## src/rtl/lpr_pkg.sv

```systemverilog
// Shared constants and types of the luminance palette retint unit.
package lpr_pkg;

    localparam int LPR_MAX_ENTRIES = 64;
    localparam int LPR_ADDR_W      = $clog2(LPR_MAX_ENTRIES);
    localparam int LPR_CNT_W       = $clog2(LPR_MAX_ENTRIES + 1);

    localparam int LPR_CHAN_W      = 8;
    localparam int LPR_PIX_W       = 3 * LPR_CHAN_W;
    localparam int LPR_STORE_W     = LPR_PIX_W + LPR_CHAN_W;

    localparam int LPR_SUM_W       = 18;
    localparam int LPR_RECIP       = 4194;
    localparam int LPR_RECIP_W     = 13;
    localparam int LPR_RECIP_SH    = 22;
    localparam int LPR_LUMA_DIV    = 1000;

    localparam int LPR_DIV_W       = 16;
    localparam int LPR_DIV_CNT_W   = $clog2(LPR_DIV_W);

    localparam int LPR_CFG_IDX_W   = 2;
    localparam logic [LPR_CFG_IDX_W-1:0] LPR_REG_TINT_RED   = 2'd0;
    localparam logic [LPR_CFG_IDX_W-1:0] LPR_REG_TINT_GREEN = 2'd1;
    localparam logic [LPR_CFG_IDX_W-1:0] LPR_REG_TINT_BLUE  = 2'd2;

    typedef struct packed {
        logic                  start;
        logic [LPR_DIV_W-1:0]  dividend;
        logic [LPR_CHAN_W-1:0] divisor;
    } t_div_req;

    typedef struct packed {
        logic                 done;
        logic [LPR_DIV_W-1:0] quot;
    } t_div_rsp;

endpackage

```

## src/rtl/lpr_ram.sv

```systemverilog
// Generic single-write, single-read RAM with a registered read port.
module lpr_ram #(
    parameter int WIDTH = 32,
    parameter int DEPTH = 64
) (
    input  logic                     i_clk,
    input  logic                     i_we,
    input  logic [$clog2(DEPTH)-1:0] i_waddr,
    input  logic [WIDTH-1:0]         i_wdata,
    input  logic [$clog2(DEPTH)-1:0] i_raddr,
    output logic [WIDTH-1:0]         o_rdata
);

    logic [WIDTH-1:0] r_mem [DEPTH];
    logic [WIDTH-1:0] r_rdata;

    always_ff @(posedge i_clk) begin
        if (i_we) begin
            r_mem[i_waddr] <= i_wdata;
        end
        r_rdata <= r_mem[i_raddr];
    end

    assign o_rdata = r_rdata;

endmodule

```

## src/rtl/lpr_div.sv

```systemverilog
// Restoring divider, one quotient bit per cycle, shared by every entry of an emit pass unless the part is dark.
module lpr_div (
    input  logic              i_clk,
    input  logic              i_rst_n,
    input  lpr_pkg::t_div_req i_req,
    output lpr_pkg::t_div_rsp o_rsp
);

    logic                                r_busy;
    logic                                r_done;
    logic [lpr_pkg::LPR_DIV_CNT_W-1:0]   r_cnt;
    logic [lpr_pkg::LPR_CHAN_W-1:0]      r_rem;
    logic [lpr_pkg::LPR_DIV_W-1:0]       r_quot;
    logic [lpr_pkg::LPR_CHAN_W-1:0]      r_divisor;

    logic [lpr_pkg::LPR_CHAN_W:0]        shifted;
    logic [lpr_pkg::LPR_CHAN_W:0]        diff;
    logic                                fits;
    logic [lpr_pkg::LPR_CHAN_W-1:0]      n_rem;
    logic [lpr_pkg::LPR_DIV_W-1:0]       n_quot;

    // The partial remainder stays below the divisor, so it fits one channel width.
    always_comb begin
        shifted = {r_rem, r_quot[lpr_pkg::LPR_DIV_W-1]};
        diff    = shifted - {1'b0, r_divisor};
        fits    = shifted >= {1'b0, r_divisor};
        n_rem   = fits ? diff[lpr_pkg::LPR_CHAN_W-1:0] : shifted[lpr_pkg::LPR_CHAN_W-1:0];
        n_quot  = {r_quot[lpr_pkg::LPR_DIV_W-2:0], fits};
    end

    always_ff @(posedge i_clk) begin
        if (!i_rst_n) begin
            r_busy <= 1'b0;
            r_done <= 1'b0;
            r_cnt  <= '0;
        end else begin
            r_done <= 1'b0;
            if (i_req.start) begin
                r_busy    <= 1'b1;
                r_cnt     <= '0;
                r_rem     <= '0;
                r_quot    <= i_req.dividend;
                r_divisor <= i_req.divisor;
            end else if (r_busy) begin
                r_rem  <= n_rem;
                r_quot <= n_quot;
                r_cnt  <= r_cnt + 1'b1;
                if (r_cnt == lpr_pkg::LPR_DIV_CNT_W'(lpr_pkg::LPR_DIV_W - 1)) begin
                    r_busy <= 1'b0;
                    r_done <= 1'b1;
                end
            end
        end
    end

    assign o_rsp.done = r_done;
    assign o_rsp.quot = r_quot;

endmodule

```

## src/rtl/luminance_palette_retint_unit.sv

```systemverilog
// Top level of the luminance palette retint unit: load sequencer, luma, emit pass.
//
// The unit collects the colours of one palette part, one request per entry, and
// when the request marked with tlast arrives it sends every stored entry back out
// in load order, recoloured towards the tint colour while keeping each entry's
// brightness relative to the brightest entry of the part; a part whose brightest
// entry has zero luma comes back unchanged. Up to 64 entries are kept per part and
// further entries are dropped, though a dropped entry that carries tlast still
// starts the emit pass. Loading an entry takes the request cycle and then the sum,
// reciprocal and luma states, which form the luma (299R+587G+114B)/1000 by a sum of
// constant products, a reciprocal multiply and a single correction step. During the
// emit pass each entry passes one RAM read, a bit-serial divider that forms the
// brightness ratio and one shared 8x8 multiplier that scales the three channels in
// turn, plus any wait for the downstream side; a dark part skips the divider and the
// multiplier. The input side is not ready while an entry is being loaded or while a
// part is being emitted. Tint registers reset to white; the user writes them through
// a simple index/data port only while the unit is idle, which the unit does not enforce.
module luminance_palette_retint_unit (
    input  logic        i_clk,
    input  logic        i_rst_n,
    // Configuration write port.
    input  logic        i_cfg_we,
    input  logic [1:0]  i_cfg_idx,
    input  logic [7:0]  i_cfg_data,
    // Input entries.
    input  logic        s_axis_tvalid,
    output logic        s_axis_tready,
    input  logic [23:0] s_axis_tdata,   // entry_red[7:0], entry_green[15:8], entry_blue[23:16]
    input  logic        s_axis_tlast,   // last_entry
    // Retinted entries.
    output logic        m_axis_tvalid,
    input  logic        m_axis_tready,
    output logic [23:0] m_axis_tdata,   // out_red[7:0], out_green[15:8], out_blue[23:16]
    output logic        m_axis_tlast    // out_last
);

    localparam int CW = lpr_pkg::LPR_CHAN_W;
    localparam int AW = lpr_pkg::LPR_ADDR_W;
    localparam int NW = lpr_pkg::LPR_CNT_W;
    localparam int SW = lpr_pkg::LPR_SUM_W;
    localparam int PW = SW + lpr_pkg::LPR_RECIP_W;

    localparam logic [3:0] ST_IDLE    = 4'd0;
    localparam logic [3:0] ST_SUM     = 4'd1;
    localparam logic [3:0] ST_RECIP   = 4'd2;
    localparam logic [3:0] ST_LUMA    = 4'd3;
    localparam logic [3:0] ST_READ    = 4'd4;
    localparam logic [3:0] ST_SETUP   = 4'd5;
    localparam logic [3:0] ST_DIVIDE  = 4'd6;
    localparam logic [3:0] ST_MULT    = 4'd7;
    localparam logic [3:0] ST_SCALE   = 4'd8;
    localparam logic [3:0] ST_OUT     = 4'd9;

    localparam logic [1:0] CH_RED   = 2'd0;
    localparam logic [1:0] CH_GREEN = 2'd1;
    localparam logic [1:0] CH_BLUE  = 2'd2;

    logic [3:0]      r_state;
    logic [CW-1:0]   r_tint_r;
    logic [CW-1:0]   r_tint_g;
    logic [CW-1:0]   r_tint_b;
    logic [NW-1:0]   r_count;
    logic [CW-1:0]   r_bright;
    logic [AW-1:0]   r_idx;
    logic [1:0]      r_ch;

    // Entry being loaded and its luma arithmetic.
    logic [CW-1:0]   r_in_r;
    logic [CW-1:0]   r_in_g;
    logic [CW-1:0]   r_in_b;
    logic            r_in_last;
    logic [SW-1:0]   r_sum;
    logic [PW-1:0]   r_lprod;

    // Emit pass arithmetic and the output register.
    logic [CW-1:0]   r_ratio;
    logic [2*CW-1:0] r_mprod;
    logic [CW-1:0]   r_out_r;
    logic [CW-1:0]   r_out_g;
    logic [CW-1:0]   r_out_b;
    logic            r_out_last;

    logic            in_fire;
    logic            out_fire;
    logic            store_full;

    logic [SW-1:0]   luma_sum;
    logic [CW-1:0]   luma_est;
    logic [SW-1:0]   luma_rem;
    logic [CW-1:0]   luma;

    logic            ram_we;
    logic [lpr_pkg::LPR_STORE_W-1:0] ram_wdata;
    logic [lpr_pkg::LPR_STORE_W-1:0] ram_rdata;
    logic [CW-1:0]   rd_r;
    logic [CW-1:0]   rd_g;
    logic [CW-1:0]   rd_b;
    logic [CW-1:0]   rd_luma;
    logic            rd_is_last;

    lpr_pkg::t_div_req div_req;
    lpr_pkg::t_div_rsp div_rsp;
    logic [CW-1:0]   div_ratio;

    logic [CW-1:0]   tint_sel;
    logic [24:0]     sc_prod;
    logic [CW:0]     sc_est;
    logic [16:0]     sc_rem;
    logic [CW:0]     sc_quot;
    logic [CW-1:0]   sc_chan;

    assign in_fire    = s_axis_tvalid && s_axis_tready;
    assign out_fire   = m_axis_tvalid && m_axis_tready;
    assign store_full = r_count >= NW'(lpr_pkg::LPR_MAX_ENTRIES);

    // Weighted channel sum; the constant products reduce to shift-and-add.
    assign luma_sum = SW'(r_in_r) * SW'(299) + SW'(r_in_g) * SW'(587)
                    + SW'(r_in_b) * SW'(114);

    // Divide by 1000 through a reciprocal that can fall short by one at most.
    always_comb begin
        luma_est = r_lprod[lpr_pkg::LPR_RECIP_SH +: CW];
        luma_rem = r_sum - SW'(luma_est) * SW'(lpr_pkg::LPR_LUMA_DIV);
        luma     = (luma_rem >= SW'(lpr_pkg::LPR_LUMA_DIV)) ? luma_est + 1'b1 : luma_est;
    end

    assign ram_we    = (r_state == ST_LUMA);
    assign ram_wdata = {luma, r_in_b, r_in_g, r_in_r};

    lpr_ram #(
        .WIDTH (lpr_pkg::LPR_STORE_W),
        .DEPTH (lpr_pkg::LPR_MAX_ENTRIES)
    ) u_store (
        .i_clk   (i_clk),
        .i_we    (ram_we),
        .i_waddr (r_count[AW-1:0]),
        .i_wdata (ram_wdata),
        .i_raddr (r_idx),
        .o_rdata (ram_rdata)
    );

    assign rd_r       = ram_rdata[0 +: CW];
    assign rd_g       = ram_rdata[CW +: CW];
    assign rd_b       = ram_rdata[2*CW +: CW];
    assign rd_luma    = ram_rdata[3*CW +: CW];
    assign rd_is_last = (NW'(r_idx) + 1'b1) == r_count;

    // Ratio dividend is luma * 255, divisor is the brightest luma of the part.
    assign div_req.start    = (r_state == ST_SETUP) && (r_bright != '0);
    assign div_req.dividend = {rd_luma, {CW{1'b0}}} - {{CW{1'b0}}, rd_luma};
    assign div_req.divisor  = r_bright;

    lpr_div u_div (
        .i_clk   (i_clk),
        .i_rst_n (i_rst_n),
        .i_req   (div_req),
        .o_rsp   (div_rsp)
    );

    // An entry never outshines the brightest one, so the ratio stays within 255.
    assign div_ratio = (div_rsp.quot > lpr_pkg::LPR_DIV_W'(255)) ? CW'(255)
                                                                  : div_rsp.quot[CW-1:0];

    always_comb begin
        unique case (r_ch)
            CH_RED:   tint_sel = r_tint_r;
            CH_GREEN: tint_sel = r_tint_g;
            default:  tint_sel = r_tint_b;
        endcase
    end

    // Divide the channel product by 255: multiply by 257/65536, then one correction.
    always_comb begin
        sc_prod = {9'b0, r_mprod} + {1'b0, r_mprod, 8'b0};
        sc_est  = sc_prod[16 +: CW+1];
        sc_rem  = {1'b0, r_mprod} - ({sc_est, 8'b0} - {8'b0, sc_est});
        sc_quot = (sc_rem >= 17'd255) ? sc_est + 1'b1 : sc_est;
        sc_chan = (sc_quot > 9'd255) ? CW'(255) : sc_quot[CW-1:0];
    end

    always_ff @(posedge i_clk) begin
        if (!i_rst_n) begin
            r_tint_r <= 8'hFF;
            r_tint_g <= 8'hFF;
            r_tint_b <= 8'hFF;
        end else if (i_cfg_we) begin
            unique case (i_cfg_idx)
                lpr_pkg::LPR_REG_TINT_RED:   r_tint_r <= i_cfg_data;
                lpr_pkg::LPR_REG_TINT_GREEN: r_tint_g <= i_cfg_data;
                lpr_pkg::LPR_REG_TINT_BLUE:  r_tint_b <= i_cfg_data;
                default: ;
            endcase
        end
    end

    always_ff @(posedge i_clk) begin
        if (!i_rst_n) begin
            r_state  <= ST_IDLE;
            r_count  <= '0;
            r_bright <= '0;
            r_idx    <= '0;
            r_ch     <= CH_RED;
        end else begin
            unique case (r_state)
                ST_IDLE: begin
                    if (in_fire) begin
                        r_in_r    <= s_axis_tdata[0 +: CW];
                        r_in_g    <= s_axis_tdata[CW +: CW];
                        r_in_b    <= s_axis_tdata[2*CW +: CW];
                        r_in_last <= s_axis_tlast;
                        r_idx     <= '0;
                        // A full store drops the entry but still honors its last flag.
                        if (!store_full) begin
                            r_state <= ST_SUM;
                        end else if (s_axis_tlast) begin
                            r_state <= ST_READ;
                        end
                    end
                end
                ST_SUM: begin
                    r_sum   <= luma_sum;
                    r_state <= ST_RECIP;
                end
                ST_RECIP: begin
                    r_lprod <= PW'(r_sum) * PW'(lpr_pkg::LPR_RECIP);
                    r_state <= ST_LUMA;
                end
                ST_LUMA: begin
                    r_count <= r_count + 1'b1;
                    if (luma > r_bright) begin
                        r_bright <= luma;
                    end
                    r_state <= r_in_last ? ST_READ : ST_IDLE;
                end
                ST_READ: begin
                    r_state <= ST_SETUP;
                end
                ST_SETUP: begin
                    r_out_last <= rd_is_last;
                    if (r_bright == '0) begin
                        r_out_r <= rd_r;
                        r_out_g <= rd_g;
                        r_out_b <= rd_b;
                        r_state <= ST_OUT;
                    end else begin
                        r_state <= ST_DIVIDE;
                    end
                end
                ST_DIVIDE: begin
                    if (div_rsp.done) begin
                        r_ratio <= div_ratio;
                        r_ch    <= CH_RED;
                        r_state <= ST_MULT;
                    end
                end
                ST_MULT: begin
                    r_mprod <= (2*CW)'(tint_sel) * (2*CW)'(r_ratio);
                    r_state <= ST_SCALE;
                end
                ST_SCALE: begin
                    unique case (r_ch)
                        CH_RED:   r_out_r <= sc_chan;
                        CH_GREEN: r_out_g <= sc_chan;
                        default:  r_out_b <= sc_chan;
                    endcase
                    if (r_ch == CH_BLUE) begin
                        r_state <= ST_OUT;
                    end else begin
                        r_ch    <= r_ch + 1'b1;
                        r_state <= ST_MULT;
                    end
                end
                ST_OUT: begin
                    if (out_fire) begin
                        if (r_out_last) begin
                            r_count  <= '0;
                            r_bright <= '0;
                            r_state  <= ST_IDLE;
                        end else begin
                            r_idx   <= r_idx + 1'b1;
                            r_state <= ST_READ;
                        end
                    end
                end
                default: begin
                    r_state <= ST_IDLE;
                end
            endcase
        end
    end

    assign s_axis_tready = (r_state == ST_IDLE);
    assign m_axis_tvalid = (r_state == ST_OUT);
    assign m_axis_tdata  = {r_out_b, r_out_g, r_out_r};
    assign m_axis_tlast  = r_out_last;

endmodule

```

## config.mk

```make
export PLATFORM = sky130hd
export DESIGN_NAME = luminance_palette_retint_unit
export DESIGN_NICKNAME = d
export VERILOG_FILES = /design/src/rtl/lpr_pkg.sv /design/src/rtl/lpr_ram.sv /design/src/rtl/lpr_div.sv /design/src/rtl/luminance_palette_retint_unit.sv
export SDC_FILE = /design/constraint.sdc
export NUM_CORES = 2
export LEC_CHECK = 0
export BUFFER_PORTS_ARGS = -buffer_cell sky130_fd_sc_hd__buf_2
export CAP_MARGIN = 20
export CORE_MARGIN = 3
export CORE_UTILIZATION = 31
export CTS_CLUSTER_DIAMETER = 50
export DETAILED_ROUTE_END_ITERATION = 16
export SLEW_MARGIN = 0
export SYNTH_ARGS = -nofsm -noshare
export SYNTH_HDL_FRONTEND = slang
export SYNTH_SLANG_ARGS = --single-unit
```

## constraint.sdc

```tcl
create_clock -name i_clk -period 13.3 [get_ports i_clk]
set_input_delay 2.66 -clock i_clk [delete_from_list [all_inputs] [get_ports i_clk]]
set_output_delay 2.66 -clock i_clk [all_outputs]
set_load 0.05 [all_outputs]
```

==> results by stage <==
Cells and area:
- The library cell used most frequently in the layout, excluding fill and tap cells, is edfxtp_1.
- Compared with the post-synthesis result, the final layout area differs by 15.6%.
- The final design instance area without fill is 113000 um2.
- The total of fill cells in the finished design is 28700.
- Leaving out filler cells and counting taps, the final layout contains 9679.
- In the layout the commonest cells are edfxtp_1 (2180), mux4_2 (668), inv_1 (352).
- The final standard cell utilization of the core is 36.1%.
- The share of cells above drive strength 1 is 25.1%.
- The number of nets at the end of the flow is 5869.

Worst hold path:
- The start point of the worst min-delay path is r_tint_b[6].
- The worst hold path class is reg2reg.

Placed design:
- In this run the tool buffered the top-level ports with 66 buffer cells.
- Summed over all nets, the half-perimeter wirelength after detailed placement is 143 mm.
- The placed instances occupy a cell area of 104000 um2.
- The routability congestion estimate is 0.780.
- The total instance count after detailed placement is 9184.

Timing:
- The fraction of the cycle the final worst path needs is 70.0%.
- At the pin with the least slew margin, the transition time is 1.10 ns.
- Static timing analysis puts the maximum clock frequency at 107 MHz.
- The total negative slack for setup checks is 0 ns.
- The count of final setup violators is 0.
- Setup repair after global routing left no endpoint under its margin.
- The time the final worst path needs with I/O delays and setup is 9.31 ns.
- The total count of max-transition violations in the final report is 0.
- The number of endpoints with negative hold slack in the final report is 0.
- The worst pin sits at a relative slew slack of 26.4%.
- The final clock skew is 0.0877 ns.

Synthesis:
- The proportion of synthesized flip-flops having asynchronous set or reset is 0%.
- The number of different library cells used by synthesis comes to 77.
- The area fraction in and, or, nand and nor cells after synthesis is 2.93%.
- The fraction of the mapped netlist area in compound gates is 2.10%.
- The area share of xor/xnor cells in the synthesized design is 0.919%.
- Multiplexer cells account for 15.6% of the synthesized area.
- The most used flip-flop cell after synthesis is edfxtp_1.
- Yosys mapped a number of flops with a built-in enable equal to 2180.
- The share of synthesized area occupied by flip-flops and latches is 68.8%.
- Synthesis produced 5033 cells.
- The post-synthesis register bit count is 2269.
- The dominant combinational cell family by area after synthesis is multiplexers.
- Of the total synthesized cell area, the portion taken by full adders, half adders and majority gates is 7.57%.
- The average footprint of a synthesized cell is 19.4 um2.
- The count of warnings emitted by yosys is 0.
- The number of nets handed over by synthesis was 5572.
- The area of the mapped netlist is 97800 um2.

Critical path:
- The cell with the most instances on the worst path is a21o_1.
- The endpoint class of the critical path is a flip-flop.
- At the worst endpoint, the required time is 14.16 ns.
- The startpoint of the most critical setup path is r_lprod[22].
- The slowest stage of the critical path is the nor4_2 cell.
- The flop-to-flop setup slack is 3.99 ns.
- The worst setup path is launched from a flip-flop.
- By startpoint and endpoint, the worst setup path is classified as reg2reg.
- The largest fanout of any net on the critical path is 57.
- The maximum cell stage delay along the critical path is 0.74 ns.
- The startpoint of the lowest-slack register-to-register path is r_lprod[22].
- The data arrival time of the critical path is 10.17 ns.

Detailed routing:
- The detailed-router iteration count before antenna repair is 5.
- In the final routed layout, each cell accounts on average for 25.3 um.
- The count of nets left with antenna violations once routing finished came out at 0.
- The overall via count from detail_route is 48800.
- The first routing iteration left 5426 violations.
- The routed design has 245 mm of wire.
- The via count normalized by instance count is 5.05.
- In the routed design, unresolved DRC markers number 0.

Die:
- The initial cell density of the core is 31.3%.
- The number of primary I/O pins is 67.
- The width of the chip is 568 um.
- The number of core rows is 205.
- The die area is 322000 um2.
- The floorplan die height is 568 um.
- The core footprint is 313000 um2.

Pwr:
- The worst-case IR drop observed on VDD is 0.494 mV.
- The power density over the cells is 195 nW/um2.
- The static power due to leakage is 36.8 nW.
- The total power consumption of the routed design is 22.0 mW.

GRT:
- The wire length of the first global-routing pass is 357 mm.
- The number of antenna violations at the first check in global routing is 25.
- The via count of the first global-routing pass is 50800.
- Entering global routing, the biggest net connects 128 pins.
- Global routing finished with a remaining overflow of 0.
- Global routing consumed, over all layers together, 15.1% of the routing resources.

CTS:
- The number of hold-repair buffers added at the cts stage is 0.
- The total number of H-tree levels is 5.
- The clock latency on the worst-skew pair is 0.94 ns.
- No sink is reached through more buffers than the 4 on the longest clock path.
- The buffer count from post-CTS setup fixing is 0.
- The clock transition at the registers of the reported paths is 0.05 ns.
- For this design, the sink count on the clock tree is 2269.
- TritonCTS built the clock tree.
- The number of gates resized after cts is 0.
- The cell sitting at the root of the clock tree is a clkbuf_16.
- TritonCTS created 281 clock buffers.

Outcome:
- The flow ran to the end, and the final reports show no timing, DRC or antenna violations.

Run:
- The max-capacitance violation count is 0.
## path summary, 6_finish.rpt
path | cells past startpoint | endpoint
setup / recovery | 38 | r_bright[2]
hold / removal | 2 | r_tint_b[6]
setup reg to reg | 38 | r_bright[2]
hold reg to reg | 2 | r_tint_b[6]
## critical path, delay by kind of cell, from the launching register on
kind | cells | cell delay (ns)
flops | 1 | 0.59
compound gates | 19 | 3.40
xor+xnor | 2 | 0.27
mux | 1 | 0.44
fa+ha+maj | 7 | 2.82
buf+inv | 5 | 0.53
simple gates | 4 | 1.24
## area by class of cell
cell class              instances  area [um2]  area share [%]
multi-input cells            2221       29100            25.7
clock inverters               138        1150            1.02
diodes                         11        27.5          0.0244
flip-flops and latches       2269       67300            59.5
clock buffers                 343        7540            6.67
repair buffers                205        1470            1.30
inverters                     352        1320            1.17
well taps                    4140        5180            4.58
## layer usage
| metal | share of wire (%) | wire length (um) | global-route usage, % |
|---|---|---|---|
| met5 | 0.0053 | 13 | 0 |
| met4 | 3.2 | 7730 | 4.82 |
| met3 | 6.9 | 16800 | 3.00 |
| met2 | 49 | 121000 | 25.1 |
| met1 | 41 | 99500 | 19.8 |
## state kept, by name (all words and copies together) (netlist names), 16 cells and up
register,count
u_store.r_mem,2048
u_store.o_rdata,32
r_sum,18
u_div.r_quot,16
r_mprod,16
## cells in the mapped netlist, types with 11 or more instances
cell / n / area [um2]
xor2_1: 25 / 219
nor3_1: 30 / 150
fa_1: 154 / 3080
o21ai_0: 77 / 385
a21oi_1: 93 / 465
o21a_1: 23 / 173
inv_1: 352 / 1320
a21o_1: 18 / 135
ha_1: 345 / 4320
and2_1: 43 / 269
nand3_1: 49 / 245
edfxtp_1: 2180 / 65500
or3_1: 15 / 93.8
o21bai_1: 11 / 82.6
dfxtp_1: 89 / 1780
or2_2: 14 / 87.6
mux2i_1: 15 / 150
and3_1: 13 / 81.3
nand2_1: 191 / 717
nand4_1: 12 / 75.1
nor2b_1: 15 / 93.8
mux4_2: 668 / 15000
nor2_1: 182 / 683
xnor2_1: 75 / 657
clkbuf_1: 136 / 510
nand2b_1: 14 / 87.6
buf_1: 49 / 184
## kinds of logic (layout without fill, tap and decap cells)
group                    Yosys count  after routing
AND/OR/NAND/NOR                  612            612
AO/OA/AOI/OAI                    318            318
buffers and inverters            543           1038
XOR/XNOR                         101            101
multiplexers                     691            691
adder cells (fa/ha/maj)          499            499
flip-flops                      2269           2269
other                              0             11
## stage by stage
stage	setup WS (ns)	hold slack (ns)
after global placement	3.74	0.453
after floorplan	3.72	0.430
final	3.99	0.466
after global routing	3.30	0.494
after CTS	3.48	0.471
after detailed placement	3.48	0.456
## power breakdown
| group | switching [mW] | internal (mW) |
|---|---|---|
| logic | 3.85 | 2.60 |
| clock network | 2.90 | 4.26 |
| registers | 0.0854 | 8.33 |
Power figures use the tool's default switching activity.
